<file path="src/rtl/fpp_pkg.sv">
`timescale 1ns / 1ps
`default_nettype none
//------------------------------------------------------------------------------
// fpp_pkg
// Shared constants, codes and types of the FEN piece-placement parser.
//------------------------------------------------------------------------------
package fpp_pkg;

	// ASCII characters the parser recognizes.
	localparam logic [7:0] CHAR_SLASH = 8'h2F;
	localparam logic [7:0] CHAR_ZERO  = 8'h30;
	localparam logic [7:0] CHAR_NINE  = 8'h39;
	localparam logic [7:0] CHAR_LC_A  = 8'h61;
	localparam logic [7:0] CHAR_LC_Z  = 8'h7A;
	localparam logic [7:0] CHAR_B     = 8'h62;
	localparam logic [7:0] CHAR_K     = 8'h6B;
	localparam logic [7:0] CHAR_N     = 8'h6E;
	localparam logic [7:0] CHAR_P     = 8'h70;
	localparam logic [7:0] CHAR_Q     = 8'h71;
	localparam logic [7:0] CHAR_R     = 8'h72;
	localparam logic [7:0] CHAR_W     = 8'h77;
	localparam logic [7:0] CASE_BIT   = 8'h20;

	// Result status codes.
	localparam logic [1:0] ST_CONSUMED = 2'd0;
	localparam logic [1:0] ST_PLACED   = 2'd1;
	localparam logic [1:0] ST_COMPLETE = 2'd2;
	localparam logic [1:0] ST_ERROR    = 2'd3;

	// Piece kinds.
	localparam logic [2:0] KIND_PAWN   = 3'd0;
	localparam logic [2:0] KIND_KNIGHT = 3'd1;
	localparam logic [2:0] KIND_BISHOP = 3'd2;
	localparam logic [2:0] KIND_ROOK   = 3'd3;
	localparam logic [2:0] KIND_QUEEN  = 3'd4;
	localparam logic [2:0] KIND_KING   = 3'd5;

	// Board geometry and counters.
	localparam logic [2:0] RANK_TOP       = 3'd7;
	localparam logic [2:0] RANK_BOTTOM    = 3'd0;
	localparam logic [4:0] FILES_PER_RANK = 5'd8;
	localparam logic [7:0] POS_SATURATE   = 8'hFF;

	typedef enum logic [5:0] {
		PH_BODY  = 6'b000001,
		PH_SLASH = 6'b000010,
		PH_SKIP  = 6'b000100,
		PH_SIDE  = 6'b001000,
		PH_DONE  = 6'b010000,
		PH_ERROR = 6'b100000
	} phase_t;

	// Character class, decoded ahead of the input register.
	typedef struct packed {
		logic       is_digit;
		logic [3:0] digit;
		logic       is_piece;
		logic [2:0] kind;
		logic       black;
		logic       is_slash;
		logic       is_white_side;
		logic       is_black_side;
		logic       record_start;
	} char_info_t;

	typedef struct packed {
		logic [1:0] status;
		logic [5:0] square;
		logic [2:0] piece_kind;
		logic       black_piece;
		logic       black_to_move;
		logic [7:0] char_position;
	} result_t;

endpackage
`default_nettype wire

</file>
<file path="src/rtl/fpp_if.sv">
`timescale 1ns / 1ps
`default_nettype none
//------------------------------------------------------------------------------
// fpp_if
// Valid/ready channels of the parser: record characters in, results out.
//------------------------------------------------------------------------------
interface fpp_in_if;
	logic       valid;
	logic       ready;
	logic [7:0] char_code;
	logic       record_start;

	modport source (output valid, output char_code, output record_start, input ready);
	modport sink   (input valid, input char_code, input record_start, output ready);
endinterface

interface fpp_out_if;
	logic       valid;
	logic       ready;
	logic [1:0] status;
	logic [5:0] square;
	logic [2:0] piece_kind;
	logic       black_piece;
	logic       black_to_move;
	logic [7:0] char_position;

	modport source (output valid, output status, output square, output piece_kind,
		output black_piece, output black_to_move, output char_position, input ready);
	modport sink   (input valid, input status, input square, input piece_kind,
		input black_piece, input black_to_move, input char_position, output ready);
endinterface
`default_nettype wire

</file>
<file path="src/rtl/fpp_char_decode.sv">
`timescale 1ns / 1ps
`default_nettype none
//------------------------------------------------------------------------------
// fpp_char_decode
// Classifies one record character: digit, piece letter, slash or side letter.
//------------------------------------------------------------------------------
module fpp_char_decode (
	input  wire logic [7:0]          char_code,
	input  wire logic                record_start,
	output fpp_pkg::char_info_t      info
);
	import fpp_pkg::*;

	logic [7:0] lower_code;
	logic [7:0] digit_full;
	logic       is_letter;

	always_comb begin
		lower_code = char_code | CASE_BIT;
		digit_full = char_code - CHAR_ZERO;
		// Folding the case bit maps exactly the upper and lower letters into a..z.
		is_letter  = (lower_code >= CHAR_LC_A) && (lower_code <= CHAR_LC_Z);

		info = '0;
		info.record_start  = record_start;
		info.is_digit      = (char_code >= CHAR_ZERO) && (char_code <= CHAR_NINE);
		info.digit         = digit_full[3:0];
		info.is_slash      = (char_code == CHAR_SLASH);
		info.is_white_side = (char_code == CHAR_W);
		info.is_black_side = (char_code == CHAR_B);
		info.black         = (char_code & CASE_BIT) != 8'h00;
		info.is_piece      = 1'b0;
		info.kind          = KIND_PAWN;
		if (is_letter) begin
			case (lower_code)
				CHAR_P: begin info.is_piece = 1'b1; info.kind = KIND_PAWN;   end
				CHAR_N: begin info.is_piece = 1'b1; info.kind = KIND_KNIGHT; end
				CHAR_B: begin info.is_piece = 1'b1; info.kind = KIND_BISHOP; end
				CHAR_R: begin info.is_piece = 1'b1; info.kind = KIND_ROOK;   end
				CHAR_Q: begin info.is_piece = 1'b1; info.kind = KIND_QUEEN;  end
				CHAR_K: begin info.is_piece = 1'b1; info.kind = KIND_KING;   end
				default: begin info.is_piece = 1'b0; info.kind = KIND_PAWN; end
			endcase
		end
	end

endmodule
`default_nettype wire

</file>
<file path="src/rtl/fpp_parse_step.sv">
`timescale 1ns / 1ps
`default_nettype none
//------------------------------------------------------------------------------
// fpp_parse_step
// Parser state registers and the next-state and result logic for one character.
//------------------------------------------------------------------------------
module fpp_parse_step (
	input  wire logic                clk,
	input  wire logic                arst_n,
	input  wire logic                advance,
	input  wire fpp_pkg::char_info_t info,
	output fpp_pkg::result_t         result
);
	import fpp_pkg::*;

	phase_t     phase_q, phase_cur, phase_nxt;
	logic [2:0] rank_q, rank_cur, rank_nxt;
	logic [4:0] file_q, file_cur, file_nxt;
	logic [7:0] count_q, count_cur, count_nxt;
	logic       body_ok;

	always_comb begin
		// A record start restarts the parse with this character as the first one.
		phase_cur = info.record_start ? PH_BODY : phase_q;
		rank_cur  = info.record_start ? RANK_TOP : rank_q;
		file_cur  = info.record_start ? 5'd0 : file_q;
		count_cur = info.record_start ? 8'd0 : count_q;

		phase_nxt = phase_cur;
		rank_nxt  = rank_cur;
		file_nxt  = file_cur;
		body_ok   = 1'b0;

		result = '0;
		result.status        = ST_CONSUMED;
		result.char_position = count_cur;

		case (phase_cur)
			PH_BODY: begin
				if (info.is_digit) begin
					file_nxt = file_cur + {1'b0, info.digit};
					body_ok  = 1'b1;
				end else if (info.is_piece) begin
					result.status      = ST_PLACED;
					result.square      = {rank_cur, file_cur[2:0]};
					result.piece_kind  = info.kind;
					result.black_piece = info.black;
					file_nxt = file_cur + 5'd1;
					body_ok  = 1'b1;
				end else begin
					result.status = ST_ERROR;
					phase_nxt     = PH_ERROR;
				end
				if (body_ok && (file_nxt >= FILES_PER_RANK)) begin
					phase_nxt = (rank_cur != RANK_BOTTOM) ? PH_SLASH : PH_SKIP;
				end
			end
			PH_SLASH: begin
				if (info.is_slash) begin
					rank_nxt  = rank_cur - 3'd1;
					file_nxt  = 5'd0;
					phase_nxt = PH_BODY;
				end else begin
					result.status = ST_ERROR;
					phase_nxt     = PH_ERROR;
				end
			end
			PH_SKIP: begin
				phase_nxt = PH_SIDE;
			end
			PH_SIDE: begin
				if (info.is_white_side || info.is_black_side) begin
					result.status        = ST_COMPLETE;
					result.black_to_move = info.is_black_side;
					phase_nxt            = PH_DONE;
				end else begin
					result.status = ST_ERROR;
					phase_nxt     = PH_ERROR;
				end
			end
			default: begin
				phase_nxt = phase_cur;
			end
		endcase

		count_nxt = (count_cur != POS_SATURATE) ? count_cur + 8'd1 : count_cur;
	end

	always_ff @(posedge clk or negedge arst_n) begin
		if (!arst_n) begin
			phase_q <= PH_BODY;
			rank_q  <= RANK_TOP;
			file_q  <= 5'd0;
			count_q <= 8'd0;
		end else if (advance) begin
			phase_q <= phase_nxt;
			rank_q  <= rank_nxt;
			file_q  <= file_nxt;
			count_q <= count_nxt;
		end
	end

endmodule
`default_nettype wire

</file>
<file path="src/rtl/fen_placement_parser_core.sv">
`timescale 1ns / 1ps
`default_nettype none
//------------------------------------------------------------------------------
// fen_placement_parser_core
// Parses the piece-placement and side-to-move fields of a FEN record, one
// character per transfer, and returns one result per character.
//------------------------------------------------------------------------------
//  Channel  Direction  Payload
//  in_ch    sink       char_code[7:0], record_start
//  out_ch   source     status[1:0], square[5:0], piece_kind[2:0], black_piece,
//                      black_to_move, char_position[7:0]
//
// Each character passes from the input register to the result register, and one
// character is accepted every cycle while the output is not stalled; each character
// makes a single parse state update as it moves into the result register.
// Reset puts the parser at the first file of the top rank, as a record start does.
// A stalled output holds its result while the input stage still takes one more
// character; the input stalls only when both stages are full.
//------------------------------------------------------------------------------
module fen_placement_parser_core (
	input wire logic  clk,
	input wire logic  arst_n,
	fpp_in_if.sink    in_ch,
	fpp_out_if.source out_ch
);
	import fpp_pkg::*;

	char_info_t info_in;
	char_info_t info_s1;
	logic       valid_s1;
	logic       advance;
	result_t    result_nxt;
	result_t    result_q;
	logic       out_valid_q;

	// Character classification happens before the input register so that the
	// stage after it holds only the state update.
	fpp_char_decode u_decode (
		.char_code    (in_ch.char_code),
		.record_start (in_ch.record_start),
		.info         (info_in)
	);

	// The held character moves on whenever the result register is empty or its
	// result is being taken in this cycle.
	assign advance     = valid_s1 && (!out_valid_q || out_ch.ready);
	assign in_ch.ready = !valid_s1 || advance;

	always_ff @(posedge clk or negedge arst_n) begin
		if (!arst_n) begin
			valid_s1 <= 1'b0;
		end else if (in_ch.ready) begin
			valid_s1 <= in_ch.valid;
		end
	end

	always_ff @(posedge clk) begin
		if (in_ch.valid && in_ch.ready) begin
			info_s1 <= info_in;
		end
	end

	// The parse state advances exactly once for each character that moves into
	// the result register, which keeps results in character order.
	fpp_parse_step u_step (
		.clk     (clk),
		.arst_n  (arst_n),
		.advance (advance),
		.info    (info_s1),
		.result  (result_nxt)
	);

	always_ff @(posedge clk or negedge arst_n) begin
		if (!arst_n) begin
			out_valid_q <= 1'b0;
		end else if (advance) begin
			out_valid_q <= 1'b1;
		end else if (out_ch.ready) begin
			out_valid_q <= 1'b0;
		end
	end

	always_ff @(posedge clk) begin
		if (advance) begin
			result_q <= result_nxt;
		end
	end

	assign out_ch.valid         = out_valid_q;
	assign out_ch.status        = result_q.status;
	assign out_ch.square        = result_q.square;
	assign out_ch.piece_kind    = result_q.piece_kind;
	assign out_ch.black_piece   = result_q.black_piece;
	assign out_ch.black_to_move = result_q.black_to_move;
	assign out_ch.char_position = result_q.char_position;

endmodule
`default_nettype wire
</file>
<file path="src/flat_wrapper.sv">
// flat-port wrapper written by rule: the top's interface ports become plain ports
module fen_placement_parser_core_flat import fpp_pkg::*;
  (clk, arst_n, in_ch_valid, in_ch_char_code, in_ch_record_start, in_ch_ready, out_ch_valid, out_ch_status, out_ch_square, out_ch_piece_kind, out_ch_black_piece, out_ch_black_to_move, out_ch_char_position, out_ch_ready);
  fpp_in_if in_ch_i ();
  fpp_out_if out_ch_i ();
  input wire logic clk;
  input wire logic arst_n;
  input wire logic [$bits(in_ch_i.valid)-1:0] in_ch_valid;
  input wire logic [$bits(in_ch_i.char_code)-1:0] in_ch_char_code;
  input wire logic [$bits(in_ch_i.record_start)-1:0] in_ch_record_start;
  output wire logic [$bits(in_ch_i.ready)-1:0] in_ch_ready;
  output wire logic [$bits(out_ch_i.valid)-1:0] out_ch_valid;
  output wire logic [$bits(out_ch_i.status)-1:0] out_ch_status;
  output wire logic [$bits(out_ch_i.square)-1:0] out_ch_square;
  output wire logic [$bits(out_ch_i.piece_kind)-1:0] out_ch_piece_kind;
  output wire logic [$bits(out_ch_i.black_piece)-1:0] out_ch_black_piece;
  output wire logic [$bits(out_ch_i.black_to_move)-1:0] out_ch_black_to_move;
  output wire logic [$bits(out_ch_i.char_position)-1:0] out_ch_char_position;
  input wire logic [$bits(out_ch_i.ready)-1:0] out_ch_ready;
  assign in_ch_i.valid = in_ch_valid;
  assign in_ch_i.char_code = in_ch_char_code;
  assign in_ch_i.record_start = in_ch_record_start;
  assign in_ch_ready = in_ch_i.ready;
  assign out_ch_valid = out_ch_i.valid;
  assign out_ch_status = out_ch_i.status;
  assign out_ch_square = out_ch_i.square;
  assign out_ch_piece_kind = out_ch_i.piece_kind;
  assign out_ch_black_piece = out_ch_i.black_piece;
  assign out_ch_black_to_move = out_ch_i.black_to_move;
  assign out_ch_char_position = out_ch_i.char_position;
  assign out_ch_i.ready = out_ch_ready;
  fen_placement_parser_core u_core (.clk(clk), .arst_n(arst_n), .in_ch(in_ch_i), .out_ch(out_ch_i));
endmodule
</file>
<file path="config.mk">
export PLATFORM = sky130hd
export DESIGN_NAME = fen_placement_parser_core_flat
export DESIGN_NICKNAME = d
export VERILOG_FILES = /design/src/rtl/fpp_pkg.sv /design/src/rtl/fpp_if.sv /design/src/rtl/fpp_char_decode.sv /design/src/rtl/fpp_parse_step.sv /design/src/rtl/fen_placement_parser_core.sv /design/src/flat_wrapper.sv
export SDC_FILE = /design/constraint.sdc
export NUM_CORES = 1
export LEC_CHECK = 0
export BUFFER_PORTS_ARGS = -buffer_cell sky130_fd_sc_hd__buf_4
export CORE_MARGIN = 5
export CORE_UTILIZATION = 45
export CTS_BUF_LIST = sky130_fd_sc_hd__clkbuf_8 sky130_fd_sc_hd__clkbuf_16
export CTS_CLUSTER_SIZE = 25
export DETAILED_ROUTE_END_ITERATION = 10
export PLACE_DENSITY = 0.68
export SYNTH_ARGS = -nofsm -noshare
export SYNTH_HDL_FRONTEND = slang
export SYNTH_SLANG_ARGS = --single-unit
</file>
<file path="constraint.sdc">
create_clock -name clk -period 5.15 [get_ports clk]
set_input_delay 0.2575 -clock clk [delete_from_list [all_inputs] [get_ports clk]]
set_output_delay 0.2575 -clock clk [all_outputs]
set_load 0.005 [all_outputs]
</file>
== Word level (Yosys, flattened, before mapping) ==
Cells that the tools add are included.

* Shifts and indexed selects: 0
* Equality and inequality tests: 14
* $add $sub $neg: 5
* Order comparisons: 5
* Reduce and logical (&&, ||, !) cells: 14
* Divide/modulo/power cells: 0
* Mux-type cells: 31
* Bitwise operators: 2
* $mul: 0

{| class="wikitable"
|+ Operators by type and width
! kind !! number
|-
| $eq 7x6->1 const B || 6
|-
| $mux 6 || 6
|-
| $mux 5 || 5
|-
| $pmux 4 s6 || 1
|-
| $pmux 6 s4 || 1
|-
| $eq 8x7->1 const B || 2
|-
| $mux 8 || 2
|-
| $mux 12 || 1
|-
| $mux 3 || 4
|-
| $mux 10 || 1
|-
| $pmux 5 s2 || 1
|-
| $add 8x1->8 const B || 1
|-
| $eq 8x6->1 const B || 1
|-
| $ge 8x6->1 const B || 1
|-
| $ge 8x7->1 const B || 1
|-
| $le 8x6->1 const B || 1
|-
| $le 8x7->1 const B || 1
|-
| $ne 8x8->1 const B || 1
|-
| $eq 6x1->1 const B || 1
|-
| $eq 6x2->1 const B || 1
|-
| $eq 6x3->1 const B || 1
|-
| $eq 6x4->1 const B || 1
|-
| $mux 1 || 6
|-
| $pmux 2 s3 || 1
|-
| other kinds (14) || 23
|}

* Output and inout port bits: 23
* Bits in latches: 0
* Input port bits: 13
* Memories: 0
* Bits in read-only memories: 0
* Register bits after elaboration: 59
* Bits in writable memories: 0

== Logic depth before layout (Yosys ltp) ==
* Depth in word-level cells: 9
* Mapped depth: 12

== Hierarchy ==
Synthesis repeated with hierarchy kept, for this count alone.

* Cells, all modules: 294
* Area, all modules: 3160.5 um^2

{| class="wikitable"
|+ Modules (own cells, without submodules)
! module !! area an instance (um^2) !! cells an instance !! instances
|-
| fpp_parse_step || 1771.7 || 216 || 1
|-
| fen_placement_parser_core || 1154.9 || 43 || 1
|-
| fpp_char_decode || 234.0 || 35 || 1
|}

== Worst setup path before layout ==
OpenSTA, ideal clock, no wires.

* Kind: flip-flop to flip-flop
* Start point: reg u_core.info_s1[0] (netlist bit)
* End point: reg u_core.u_step.phase_q[0]
* Data required time: 5.067 ns
* Setup slack: 2.511 ns
* Path buffers: 3
* Clock period less this slack: 2.639 ns
* Arrival time: 2.555 ns
* Cell stages (with the launch flop): 13
* Setup time: 0.083 ns
* Path through: edfxtp_1 buf_6 clkbuf_1 clkbuf_1 or2b_1 xnor2_1 ha_1 nand2_1 a211oi_1 nor3b_1 a211oi_2 and3_1 o32a_1

* Word-level cells in the longest chain between the ends: 9

{| class="wikitable"
|+ Ends and longest elaborated chain
! what !! line !! RTL
|-
| from (decl) || fen_placement_parser_core.sv:29 || <nowiki>char_info_t info_s1;</nowiki>
|-
| from (signal assigned) || fen_placement_parser_core.sv:59 || <nowiki>info_s1 <= info_in;</nowiki>
|-
| $mux 5 || fpp_parse_step.sv:26 || <nowiki>file_cur = info.record_start ? 5'd0 : file_q;</nowiki>
|-
| $add 5x1->5 || fpp_parse_step.sv:48 || <nowiki>file_nxt = file_cur + 5'd1;</nowiki>
|-
| $mux 5 || fpp_parse_step.sv:43 || <nowiki>end else if (info.is_piece) begin</nowiki>
|-
| $mux 5 || fpp_parse_step.sv:40 || <nowiki>if (info.is_digit) begin</nowiki>
|-
| $mux 5 || fpp_parse_step.sv:38 || <nowiki>case (phase_cur)</nowiki>
|-
| $ge 5x4->1 || fpp_parse_step.sv:54 || <nowiki>if (body_ok && (file_nxt >= FILES_PER_RANK)) begin</nowiki>
|-
| $logic_and 1x1->1 || fpp_parse_step.sv:54 ||
|-
| $mux 6 || fpp_parse_step.sv:54 ||
|-
| $pmux 6 s4 (*) || fpp_parse_step.sv:38 ||
|-
| to (signal assigned) || fpp_parse_step.sv:96 || <nowiki>phase_q <= phase_nxt;</nowiki>
|-
| to (decl) || fpp_parse_step.sv:16 || <nowiki>phase_t phase_q, phase_cur, phase_nxt;</nowiki>
|}

Mark *: on every way between the ends. The rest lies on a longest branch, timed or not. The select of a mux whose other input is x is not followed.
A chain may end at the register's enable or synchronous reset.

==> results.cfg <==
[layout]
final_common_cell = buf_4
drive_gt1_frac = 0.204
fillCellCount = 589
diodes = 0
mostFrequentLayoutCells = 37 x buf_4, 35 x nor2_1, 35 x edfxtp_1, 28 x nand2_1, 20 x dfrtp_1
nNetsFinal = 352
final_cells = 418
finalInstanceArea_um2 = 3650
area_delta_synth_final_pct = 18.4

[synthesis]
syn_area_um2 = 3090
synthTopCellsByArea = edfxtp_1 34%, dfrtp_1 16%, nor2_1 4.3%
avgSynthCellArea_um2 = 10.4
post-synth-top-area-cell = edfxtp_1
synth-async-reset-ratio = 0.407
synth_top_area_frac = 0.340
ys_warn_count = 0
yosysSeqAreaShare = 0.537
synth-edff-count = 35
ys_seq_elements = 59
synth.distinct_cells = 58
synth.net_count = 317
synth_ff_type = edfxtp_1
synth_cells = 298

[global_route]
antenna_found_initial = 0
grt_max_degree = 37
grt_pass1_wl_mm = 10.4
grtUsageTotal = 0.155
gr-total-overflow = 0
grt_pass1_vias = 2223

[clock_network]
clock-sinks = 59
root_buffer = clkbuf_8
numCtsBuffers = 9
clk-insertion-delay-late_ns = 0.34
post_cts_resized = 0
htreeDepth = 3
cts_tree = done
clk_pin_slew_ns = 0.06
clock_path_buffers = 2

[critical_path]
critPathArrivalTime_ns = 2.90
critical-path-top-delay-family = simple AND/OR/NAND/NOR gates
critPathLaunchType = register
critPathCaptureType = register
crit_type = reg2reg
crit_buf_inv = 1
crit_required_ns = 5.41
crit_slowest_cell = edfxtp_1
crit_fanout = 27
max_stage_delay_ns = 0.56
worstPathCellList = buf_4, nor2b_1, ha_1, nand3_1, or3_1, nand2_1, mux2_2, a21oi_1

[timing]
slew_violations = 0
finalHoldViolations = 0
fin_crit_ns = 2.64
slew_headroom = 0.609
tightest_slew_ns = 0.586
fin_tns_setup_ns = 0
fmax_mhz = 379
grt_setup_unrepaired = no
layout_setup_ws_ns = 2.51
setup_viol = 0
fin_worst_skew_ns = 0.00955
finalCritPeriodShare = 0.512

[power_and_ir_drop]
p_leak_uw = 0.00151
power_density_nw_per_um2 = 412
power_uw = 1510
ir_worst_vdd_mv = 0.140

[drt]
drt_iter0_drc = 91
drt_wl_total_mm = 6.05
ant_nets = 0
drc = 0
vias = 2308
avgViaCountPerCell = 5.52
dr.pass1.iters = 5
wl_per_cell_um = 14.5

[place]
port_buffers = 35
post-place-ws_ns = 2.56
dp_cells = 401
gp_congestion = 0.815
dp_hpwl_mm = 4.27
placed_area_um2 = 3400

[floorplanning]
die_y_um = 92.8
core_area_um2 = 6720
rows = 30
die_x_um = 92.8
start_util = 0.459
dieArea_um2 = 8620
io_pins = 36

[run_status]
status = finished, final reports clean

[run]
maxCapViolations = 0

[min_path]
min_path_type = in2reg
[cells in the mapped netlist, drive strengths merged (2+ instances only)]
master   number
edfxtp       35
nor2         35
nand2        28
dfrtp        20
o21ai        20
a21oi        19
nor2b        11
nor3         11
and3         10
nand2b       10
clkbuf        8
nand3         8
buf           6
ha            6
xor2          5
dfstp         4
a22oi         3
a31oi         3
and2          3
inv           3
mux2          3
mux2i         3
nand3b        3
o221ai        3
o2bb2ai       3
xnor2         3
a211oi        2
a21o          2
a22o          2
and2b         2
nand4         2
o211ai        2
o21a          2
o21bai        2
o32a          2
or2           2
[cells by family after synthesis]
group                      share of synthesized area
and+or+nand+nor                                0.221
AOI/OAI and AO/OA                              0.149
DFF                                            0.537
buffers and inverters                         0.0259
xor gates and xnor gates                      0.0227
muxes                                         0.0207
adders and majority gates                     0.0243
[routing by layer]
metal	wire [um]	vias to the layer above	GRT usage
met5	0	-	0
met4	129	0	0.0720
met3	257	14	0.0487
met2	2920	52	0.241
met1	2740	1080	0.197
li1	-	1162	-
[power by group]
part	switching, uW	total [uW]	internal [uW]
logic	171	323	152
clock network	188	523	335
registers	78.3	660	582
total	437	1510	1070
[worst paths after layout]
| path | cells after the start | start | endpoint | slack [ns] |
|---|---|---|---|---|
| min in group asynchronous | 2 | arst_n | u_core.u_step.count_q[4] | 0.34 |
| worst max register to register | 8 | u_core.info_s1[0] | u_core.u_step.count_q[2] | 2.51 |
| worst max-delay path | 8 | u_core.info_s1[0] | u_core.u_step.count_q[2] | 2.51 |
| worst min register to register | 2 | u_core.u_step.rank_q[1] | u_core.u_step.rank_q[1] | 0.51 |
| worst min-delay path | 1 | in_ch_record_start | u_core.info_s1[0] | 0.11 |
| max in group asynchronous | 2 | arst_n | u_core.u_step.phase_q[0] | 4.51 |
[layout make-up]
class                           count  area [um2]  area share
Clock buffer                       10         138      0.0377
Multi-Input combinational cell    222        1350       0.369
Tap cell                           80         100      0.0274
Timing Repair Buffer               38         288      0.0787
Clock inverter                      6         111      0.0305
Inverter                            3        11.3     0.00308
Sequential cell                    59        1660       0.453
[flip-flops by register name, indices dropped and copies added (netlist names)]
name	cells
u_core.info_s1	14
u_core.out_ch.char_position	8
u_core.u_step.count_q	8
u_core.out_ch.square	6
u_core.u_step.phase_q	6
u_core.u_step.file_q	5
u_core.out_ch.piece_kind	3
u_core.u_step.rank_q	3
u_core.out_ch.status	2
u_core.out_ch.black_piece	1
u_core.out_ch.black_to_move	1
u_core.out_ch.valid	1
u_core.valid_s1	1
[worst reg2reg max path, cell delays in order, from the launching register on]
cell      delay [ns]
edfxtp_1        0.56
buf_4           0.31
nor2b_1         0.24
ha_1            0.25
nand3_1         0.13
or3_1           0.51
nand2_1         0.12
mux2_2          0.33
a21oi_1         0.13
[repair_timing]
item                                    CTS  global route
endpoints found under the hold margin    20             0
hold buffers                              1             0
setup buffers                             0             0
endpoints found under the setup margin    0             0
[stage by stage]
stage          utilization  hold slack (ns)
2_1_floorplan            -          -0.0381
3_3_place_gp         0.505            0.182
3_5_place_dp         0.505            0.176
4_1_cts              0.544           0.0962
5_1_grt              0.544           0.0812
6_report             0.544            0.113
Note: power is estimated with default switching activity, not from simulation.
